==> src/rtl/dfjg_pkg.sv <==
// Package for the delimited field jump gate.
// Holds register map codes, reset values and character constants.
// Has no dependencies.
package dfjg_pkg;

  localparam int CFG_DATA_W = 32;
  localparam int CFG_ADDR_W = 3;
  localparam int THRESH_W   = 31;
  localparam int FIELD_W    = 32;
  localparam int COORD_W    = 16;

  typedef enum logic {
    REG_THRESHOLD = 1'b0,
    REG_SEPARATOR = 1'b1
  } cfg_reg_t;

  localparam logic [THRESH_W-1:0] THRESHOLD_RESET = 31'd500;
  localparam logic [7:0]          SEPARATOR_RESET = 8'd44;
  localparam logic [7:0]          ASCII_ZERO      = 8'd48;
  localparam logic [FIELD_W-1:0]  FIELD_SCALE     = 32'd10;
  localparam logic [COORD_W-1:0]  REJECT_COORD    = 16'hFFFF;
  localparam int                  FIRST_COMPARED  = 2;

endpackage

==> src/rtl/delimited_field_jump_gate.sv <==
// Top level of the delimited field jump gate: parses delimited numeric fields
// and accepts or rejects each message by its squared jump from the last one.
// Depends on dfjg_pkg.

// The block takes one message byte per cycle on the in_ stream, with tlast
// marking the final byte of a message, and returns one transaction per message
// on the out_ stream holding fields 0 and 1 (or all ones when rejected) and an
// accepted flag in tuser. The path is a four-stage pipeline: an input register,
// the field update with the per-field differences, the squares, and the sum
// with the threshold compare into the output register. out_tvalid rises once the
// final byte has passed the input, difference and square registers into the output
// register, and a new byte can be taken every cycle; when out_tready is low with
// a result waiting, the whole pipeline holds.
module delimited_field_jump_gate #(
  parameter int MAX_FIELDS = 5
) (
  input  logic        clk,
  input  logic        rst_n,
  // in_tdata: msg_byte[7:0]; in_tlast: is_final
  input  logic        in_tvalid,
  output logic        in_tready,
  input  logic [7:0]  in_tdata,
  input  logic        in_tlast,
  // out_tdata: x_out[15:0], y_out[31:16]; out_tuser: accepted
  output logic        out_tvalid,
  input  logic        out_tready,
  output logic [31:0] out_tdata,
  output logic        out_tuser,
  input  logic                              cfg_psel,
  input  logic                              cfg_penable,
  input  logic                              cfg_pwrite,
  input  logic [dfjg_pkg::CFG_ADDR_W-1:0]   cfg_paddr,
  input  logic [dfjg_pkg::CFG_DATA_W-1:0]   cfg_pwdata,
  output logic [dfjg_pkg::CFG_DATA_W-1:0]   cfg_prdata,
  output logic                              cfg_pready
);

  localparam int IDX_W = $clog2(MAX_FIELDS);
  localparam int SEP_W = $clog2(MAX_FIELDS + 1);
  localparam int SUM_W = dfjg_pkg::FIELD_W + $clog2(MAX_FIELDS);
  localparam int FW    = dfjg_pkg::FIELD_W;
  localparam int CW    = dfjg_pkg::COORD_W;

  logic [dfjg_pkg::THRESH_W-1:0] thresh_r;
  logic [7:0]                    sep_byte_r;

  logic       s1_valid_r;
  logic [7:0] s1_byte_r;
  logic       s1_final_r;

  logic [FW-1:0]    fields_r [MAX_FIELDS];
  logic [FW-1:0]    fields_nxt [MAX_FIELDS];
  logic [FW-1:0]    prev_r [MAX_FIELDS];
  logic [FW-1:0]    prev_nxt [MAX_FIELDS];
  logic [IDX_W-1:0] idx_r, idx_nxt;
  logic [SEP_W-1:0] sep_r, sep_nxt;
  logic             in_msg_r, in_msg_nxt;

  logic          s2_valid_r;
  logic [CW-1:0] s2_x_r, s2_x_nxt;
  logic [CW-1:0] s2_y_r, s2_y_nxt;
  logic [CW-1:0] s2_mag_r [MAX_FIELDS];
  logic [CW-1:0] s2_mag_nxt [MAX_FIELDS];
  logic          s2_big_r, s2_big_nxt;

  logic          s3_valid_r;
  logic [CW-1:0] s3_x_r;
  logic [CW-1:0] s3_y_r;
  logic [FW-1:0] s3_sq_r [MAX_FIELDS];
  logic          s3_big_r;

  logic          out_valid_r;
  logic [CW-1:0] out_x_r;
  logic [CW-1:0] out_y_r;
  logic          out_acc_r, out_acc_nxt;

  logic en;
  logic cfg_write;

  assign en        = !out_valid_r || out_tready;
  assign in_tready = en;
  assign cfg_write = cfg_psel && cfg_penable && cfg_pwrite && cfg_pready;
  assign cfg_pready = 1'b1;

  always_ff @(posedge clk) begin
    if (!rst_n) begin
      thresh_r   <= dfjg_pkg::THRESHOLD_RESET;
      sep_byte_r <= dfjg_pkg::SEPARATOR_RESET;
    end else if (cfg_write) begin
      case (dfjg_pkg::cfg_reg_t'(cfg_paddr[2]))
        dfjg_pkg::REG_THRESHOLD: thresh_r   <= cfg_pwdata[dfjg_pkg::THRESH_W-1:0];
        dfjg_pkg::REG_SEPARATOR: sep_byte_r <= cfg_pwdata[7:0];
        default: ;
      endcase
    end
  end

  always_comb begin
    case (dfjg_pkg::cfg_reg_t'(cfg_paddr[2]))
      dfjg_pkg::REG_THRESHOLD: cfg_prdata = {1'b0, thresh_r};
      dfjg_pkg::REG_SEPARATOR: cfg_prdata = {24'd0, sep_byte_r};
      default:                 cfg_prdata = '0;
    endcase
  end

  always_comb begin
    logic [FW:0] diff;
    logic [FW:0] mag;
    logic        used;
    idx_nxt    = in_msg_r ? idx_r : '0;
    sep_nxt    = in_msg_r ? sep_r : '0;
    for (int i = 0; i < MAX_FIELDS; i++) begin
      fields_nxt[i] = in_msg_r ? fields_r[i] : '0;
    end
    if (s1_byte_r == sep_byte_r) begin
      if (idx_nxt < IDX_W'(MAX_FIELDS - 1)) begin
        idx_nxt = idx_nxt + 1'b1;
      end
      if (sep_nxt < SEP_W'(MAX_FIELDS)) begin
        sep_nxt = sep_nxt + 1'b1;
      end
    end else begin
      fields_nxt[idx_nxt] = fields_nxt[idx_nxt] * dfjg_pkg::FIELD_SCALE
                            + {24'd0, s1_byte_r} - {24'd0, dfjg_pkg::ASCII_ZERO};
    end
    in_msg_nxt = !s1_final_r;
    s2_x_nxt   = fields_nxt[0][CW-1:0];
    s2_y_nxt   = fields_nxt[1][CW-1:0];
    s2_big_nxt = 1'b0;
    for (int i = 0; i < MAX_FIELDS; i++) begin
      diff = {fields_nxt[i][FW-1], fields_nxt[i]} - {prev_r[i][FW-1], prev_r[i]};
      mag  = diff[FW] ? (~diff + 1'b1) : diff;
      used = (i >= dfjg_pkg::FIRST_COMPARED) && (SEP_W'(i) < sep_nxt);
      s2_mag_nxt[i] = used ? mag[CW-1:0] : '0;
      if (used && (mag[FW:CW] != '0)) begin
        s2_big_nxt = 1'b1;
      end
      prev_nxt[i] = (s1_final_r && (SEP_W'(i) < sep_nxt)) ? fields_nxt[i] : prev_r[i];
    end
  end

  always_ff @(posedge clk) begin
    if (!rst_n) begin
      s1_valid_r <= 1'b0;
      in_msg_r   <= 1'b0;
      idx_r      <= '0;
      sep_r      <= '0;
      for (int i = 0; i < MAX_FIELDS; i++) begin
        prev_r[i] <= '0;
      end
    end else if (en) begin
      s1_valid_r <= in_tvalid;
      if (s1_valid_r) begin
        in_msg_r <= in_msg_nxt;
        idx_r    <= idx_nxt;
        sep_r    <= sep_nxt;
        for (int i = 0; i < MAX_FIELDS; i++) begin
          prev_r[i] <= prev_nxt[i];
        end
      end
    end
  end

  always_ff @(posedge clk) begin
    if (en) begin
      s1_byte_r  <= in_tdata;
      s1_final_r <= in_tlast;
      if (s1_valid_r) begin
        for (int i = 0; i < MAX_FIELDS; i++) begin
          fields_r[i] <= fields_nxt[i];
        end
      end
    end
  end

  always_ff @(posedge clk) begin
    if (!rst_n) begin
      s2_valid_r  <= 1'b0;
      s3_valid_r  <= 1'b0;
      out_valid_r <= 1'b0;
    end else if (en) begin
      s2_valid_r  <= s1_valid_r && s1_final_r;
      s3_valid_r  <= s2_valid_r;
      out_valid_r <= s3_valid_r;
    end
  end

  always_ff @(posedge clk) begin
    if (en) begin
      s2_x_r   <= s2_x_nxt;
      s2_y_r   <= s2_y_nxt;
      s2_big_r <= s2_big_nxt;
      for (int i = 0; i < MAX_FIELDS; i++) begin
        s2_mag_r[i] <= s2_mag_nxt[i];
        s3_sq_r[i]  <= s2_mag_r[i] * s2_mag_r[i];
      end
      s3_x_r    <= s2_x_r;
      s3_y_r    <= s2_y_r;
      s3_big_r  <= s2_big_r;
      out_acc_r <= out_acc_nxt;
      out_x_r   <= out_acc_nxt ? s3_x_r : dfjg_pkg::REJECT_COORD;
      out_y_r   <= out_acc_nxt ? s3_y_r : dfjg_pkg::REJECT_COORD;
    end
  end

  always_comb begin
    logic [SUM_W-1:0] sum;
    sum = '0;
    for (int i = 0; i < MAX_FIELDS; i++) begin
      sum = sum + SUM_W'(s3_sq_r[i]);
    end
    out_acc_nxt = !s3_big_r && (sum < SUM_W'(thresh_r));
  end

  assign out_tvalid = out_valid_r;
  assign out_tdata  = {out_y_r, out_x_r};
  assign out_tuser  = out_acc_r;

endmodule

==> config.mk <==
export PLATFORM = sky130hd
export DESIGN_NAME = delimited_field_jump_gate
export DESIGN_NICKNAME = d
export VERILOG_FILES = /design/src/rtl/dfjg_pkg.sv /design/src/rtl/delimited_field_jump_gate.sv
export SDC_FILE = /design/constraint.sdc
export NUM_CORES = 2
export LEC_CHECK = 0
export BUFFER_PORTS_ARGS = -buffer_cell sky130_fd_sc_hd__buf_2
export CAP_MARGIN = 10
export CORE_MARGIN = 1
export CORE_UTILIZATION = 23
export CTS_BUF_LIST = sky130_fd_sc_hd__clkbuf_4 sky130_fd_sc_hd__clkbuf_8 sky130_fd_sc_hd__clkbuf_16
export DETAILED_ROUTE_END_ITERATION = 10
export PLACE_DENSITY_LB_ADDON = 0.15
export SLEW_MARGIN = 20
export SYNTH_ARGS = -nofsm -noshare
export SYNTH_HDL_FRONTEND = slang
export SYNTH_SLANG_ARGS = --single-unit
export TNS_END_PERCENT = 50
==> constraint.sdc <==
create_clock -name clk -period 18.1 [get_ports clk]
set_clock_uncertainty 0.1 [all_clocks]
set_input_delay 3.62 -clock clk [delete_from_list [all_inputs] [get_ports clk]]
set_output_delay 3.62 -clock clk [all_outputs]
set_load 0.1 [all_outputs]
==> impl_metrics.tcl <==
set metrics [dict create \
    die_w_um 507 \
    synth-xor-area-share_pct 4.59 \
    muxShareOfSynthArea_pct 1.60 \
    cp_max_fo 32 \
    tightest_slew_ps 1120 \
    std_cell_rows 184 \
    fin_crit_sh_pct 69.6 \
    power.switching_mw 1.63 \
    cp_slowest_cell "dfxtp_2" \
    clk_pin_slew_ps 70 \
    ctsRootBufferMaster "clkbuf_16" \
    start_kind "register" \
    grt_max_degree 86 \
    hold_buffers 0 \
    finalWorstPathRequiredPeriod_ps 12600 \
    synth_simple_gate_area_share_pct 15.0 \
    status "completed" \
    worstSetupPathType "reg -> reg" \
    synth_fa_ha_area_share_pct 30.5 \
    cap_violations 0 \
    finalSetupViolations 0 \
    placeableCoreArea_um2 252000 \
    leakagePower_nw 29.8 \
    drc 0 \
    reg2regPathDepth 41 \
    portBuffers 113 \
    max_freq_ghz 0.0793 \
    place_hpwl_um 147000 \
    worst_slack_ps 5500 \
    io_pins 119 \
    cts_tree "built" \
    finalWeightedCongestion 0.834 \
    clock_path_buffers 3 \
    wirelength_um 184000 \
    die_area_um2 257000 \
    nets 7431 \
    grt.total_usage_pct 14.3 \
    synth_area_per_cell_um2 9.43 \
    grt_overflow 0 \
    internal_power_mw 2.85 \
    crit_top_cell "o21ai_0" \
    synth_area_um2 58600 \
    syn2layout_area_growth_pct 12.8 \
    clock_sinks 553 \
    synthArstFlopShare_pct 0 \
    ys_ff_latch 553 \
    grt_pass1_wl_um 280000 \
    syn_inst 6212 \
    synth_edf_count 503 \
    postCtsSetupBuffers 0 \
    hold_depth 0 \
    synth_ff_type "edfxtp_1" \
    rsz0062_at_grt "no" \
    holdCritPathClass "reg -> reg" \
    cts_resized 0 \
    finalHoldViolations 0 \
    yosys_warnings 0 \
    synth-compound-area-share_pct 12.4 \
    antenna_found_initial 1 \
    viasPerCell 4.47 \
    synth_seq_area_share_pct 27.5 \
    cts_inserted_buffers 81 \
    drive_above_1_share_pct 7.27 \
    antenna_left 0 \
    synth_cell_types 111 \
    arrival_ps 12900 \
    floorplan.initialDensity_pct 23.2 \
    critPathMaxStageDelay_ps 910 \
    drt_iter0_markers 2300 \
    drt_pass1_iterations 5 \
    drv_slew 0 \
    via_count 43300 \
    wl_per_cell_um 19.0 \
    clock_power_share_pct 37.6 \
    power_frac_comb_pct 27.1 \
    crit_required_ps 18400 \
    grt_pass1_vias 44400 \
    h-tree-depth 3 \
    end_kind "register" \
    switching_share_pct 36.3 \
    place_ws_ps 5450 \
    syn-num-nets 7372 \
    seq_power_share_pct 35.3 \
    relSlewSlack_pct 25.1 \
    die_height_um 507 \
    power_density_nw_per_um2 67.8 \
    fill_cells 27100 \
    synth_top_family_by_area "adder cells" \
    irDropWorstVdd_mv 0.127 \
    clk-insertion-delay-late_ps 730 \
    setup_tns_ps 0 \
]
## layer usage
| metal | wire [µm] | track usage, % |
|---|---|---|
| met5 | 0 | 0 |
| met3 | 4720 | 1.46 |
| met4 | 3440 | 2.97 |
| met1 | 85300 | 18.9 |
| met2 | 90300 | 25.0 |
## sequential cells by signal (all words and copies together), names as in the netlist, 3 cells and up
name	count
sep_byte_r	8
out_y_r	16
out_x_r	16
prev_r	96
fields_r	158
s1_byte_r	8
s2_x_r	16
s2_mag_r	48
s3_x_r	16
sep_r	3
s3_sq_r	93
s3_y_r	16
thresh_r	31
idx_r	3
s2_y_r	16
## synth_stat cells, types with 47 or more instances
cell type / count / area [µm²]
fa_1: 528 / 10600
nor2_1: 396 / 1490
and3_1: 61 / 382
a21oi_1: 246 / 1230
nand2_1: 448 / 1680
nor2b_1: 55 / 344
o21a_1: 47 / 353
a21boi_0: 47 / 353
ha_1: 581 / 7270
xnor2_1: 190 / 1660
xor2_1: 115 / 1010
nor3_1: 90 / 450
inv_1: 1102 / 4140
nand3_1: 249 / 1250
dfxtp_1: 50 / 1000
a21o_1: 93 / 698
clkbuf_1: 192 / 721
o21ai_0: 279 / 1400
and2_1: 243 / 1520
edfxtp_1: 503 / 15100
## final timing paths
check / from / endpoint / slack [ps]
hold / removal: s2_y_r[14]$_DFFE_PN_ / s3_y_r[14]$_DFFE_PN_ / 310
setup reg to reg: idx_r[0]$_SDFFE_PN0P_ / s2_big_r$_SDFFCE_PP1N_ / 5500
setup / recovery: idx_r[0]$_SDFFE_PN0P_ / s2_big_r$_SDFFCE_PP1N_ / 5500
hold reg to reg: s2_y_r[14]$_DFFE_PN_ / s3_y_r[14]$_DFFE_PN_ / 310
## cell type report
cell class	count	area, µm²	share of cell area, %
Timing Repair Buffer	184	1130	1.71
Sequential cell	553	16100	24.4
Multi-Input combinational cell	4347	37600	57.0
Clock buffer	95	2160	3.26
Antenna cell	4	10.0	0.0152
Clock inverter	54	662	1.00
Inverter	1104	4160	6.29
Tap cell	3348	4190	6.34
## per-stage QoR
step,power (mW),hold slack (ps),util (%),instance area [µm²],instances
2_1_floorplan,2.46,300,-,58600,6212
3_3_place_gp,2.83,307,25.0,63200,9534
3_5_place_dp,2.83,305,25.0,63200,9534
4_1_cts,4.57,311,26.2,66000,9683
5_1_grt,4.70,314,26.2,66100,9685
6_report,4.48,309,26.2,66100,9689
## cells in the final DEF (no fill, tap or decap), types with 12 or more instances in the layout
| cell type | Yosys | final |
|---|---|---|
| a211oi_1 | 21 | 21 |
| a21boi_0 | 47 | 47 |
| a21o_1 | 93 | 93 |
| a21oi_1 | 246 | 246 |
| a22o_1 | 32 | 32 |
| a31oi_1 | 46 | 46 |
| and2_1 | 243 | 243 |
| and3_1 | 61 | 60 |
| buf_2 | 5 | 113 |
| buf_4 | 2 | 69 |
| clkbuf_16 | 0 | 82 |
| clkbuf_4 | 0 | 12 |
| clkinv_1 | 2 | 13 |
| dfxtp_1 | 50 | 47 |
| edfxtp_1 | 503 | 503 |
| fa_1 | 528 | 528 |
| ha_1 | 581 | 581 |
| inv_1 | 1102 | 1101 |
| mux2i_1 | 14 | 14 |
| mux4_2 | 30 | 30 |
| nand2_1 | 448 | 445 |
| nand2b_1 | 37 | 37 |
| nand3_1 | 249 | 247 |
| nand3b_1 | 12 | 12 |
| nand4_1 | 34 | 34 |
| nor2_1 | 396 | 395 |
| nor2b_1 | 55 | 54 |
| nor3_1 | 90 | 90 |
| nor3b_1 | 12 | 12 |
| nor4_1 | 22 | 22 |
| o2111ai_1 | 14 | 14 |
| o211ai_1 | 36 | 36 |
| o21a_1 | 47 | 47 |
| o21ai_0 | 279 | 274 |
| o21bai_1 | 32 | 32 |
| o31ai_1 | 22 | 22 |
| or2_2 | 30 | 30 |
| or3_1 | 35 | 35 |
| xnor2_1 | 190 | 190 |
| xor2_1 | 115 | 115 |
## critical path: cells and delay by family, from the launching register on
kind,cells,cell delay (ps)
adder cells (fa/ha/maj),5,1760
XOR/XNOR,2,650
AND/OR/NAND/NOR,8,1790
AO/OA/AOI/OAI,22,6060
buffers and inverters,4,920
flip-flops,1,910
## power by group through the flow
stage	registers, mW	clock network (mW)	logic (mW)
2_1_floorplan	1.81	0	0.645
3_3_place_gp	1.61	0	1.22
3_5_place_dp	1.61	0	1.22
4_1_cts	1.59	1.75	1.23
5_1_grt	1.59	1.79	1.32
6_report	1.58	1.68	1.21
## cell families (layout without fill, tap and decap cells)
| family | Yosys count | count (layout) |
|---|---|---|
| XOR/XNOR | 306 | 306 |
| flip-flops | 553 | 553 |
| adder cells (fa/ha/maj) | 1112 | 1112 |
| AND/OR/NAND/NOR | 1775 | 1775 |
| buffers and inverters | 1312 | 1437 |
| other | 2 | 6 |
| AO/OA/AOI/OAI | 1097 | 1097 |
| multiplexers | 55 | 55 |
No activity file was read; power rests on OpenSTA's default activity.
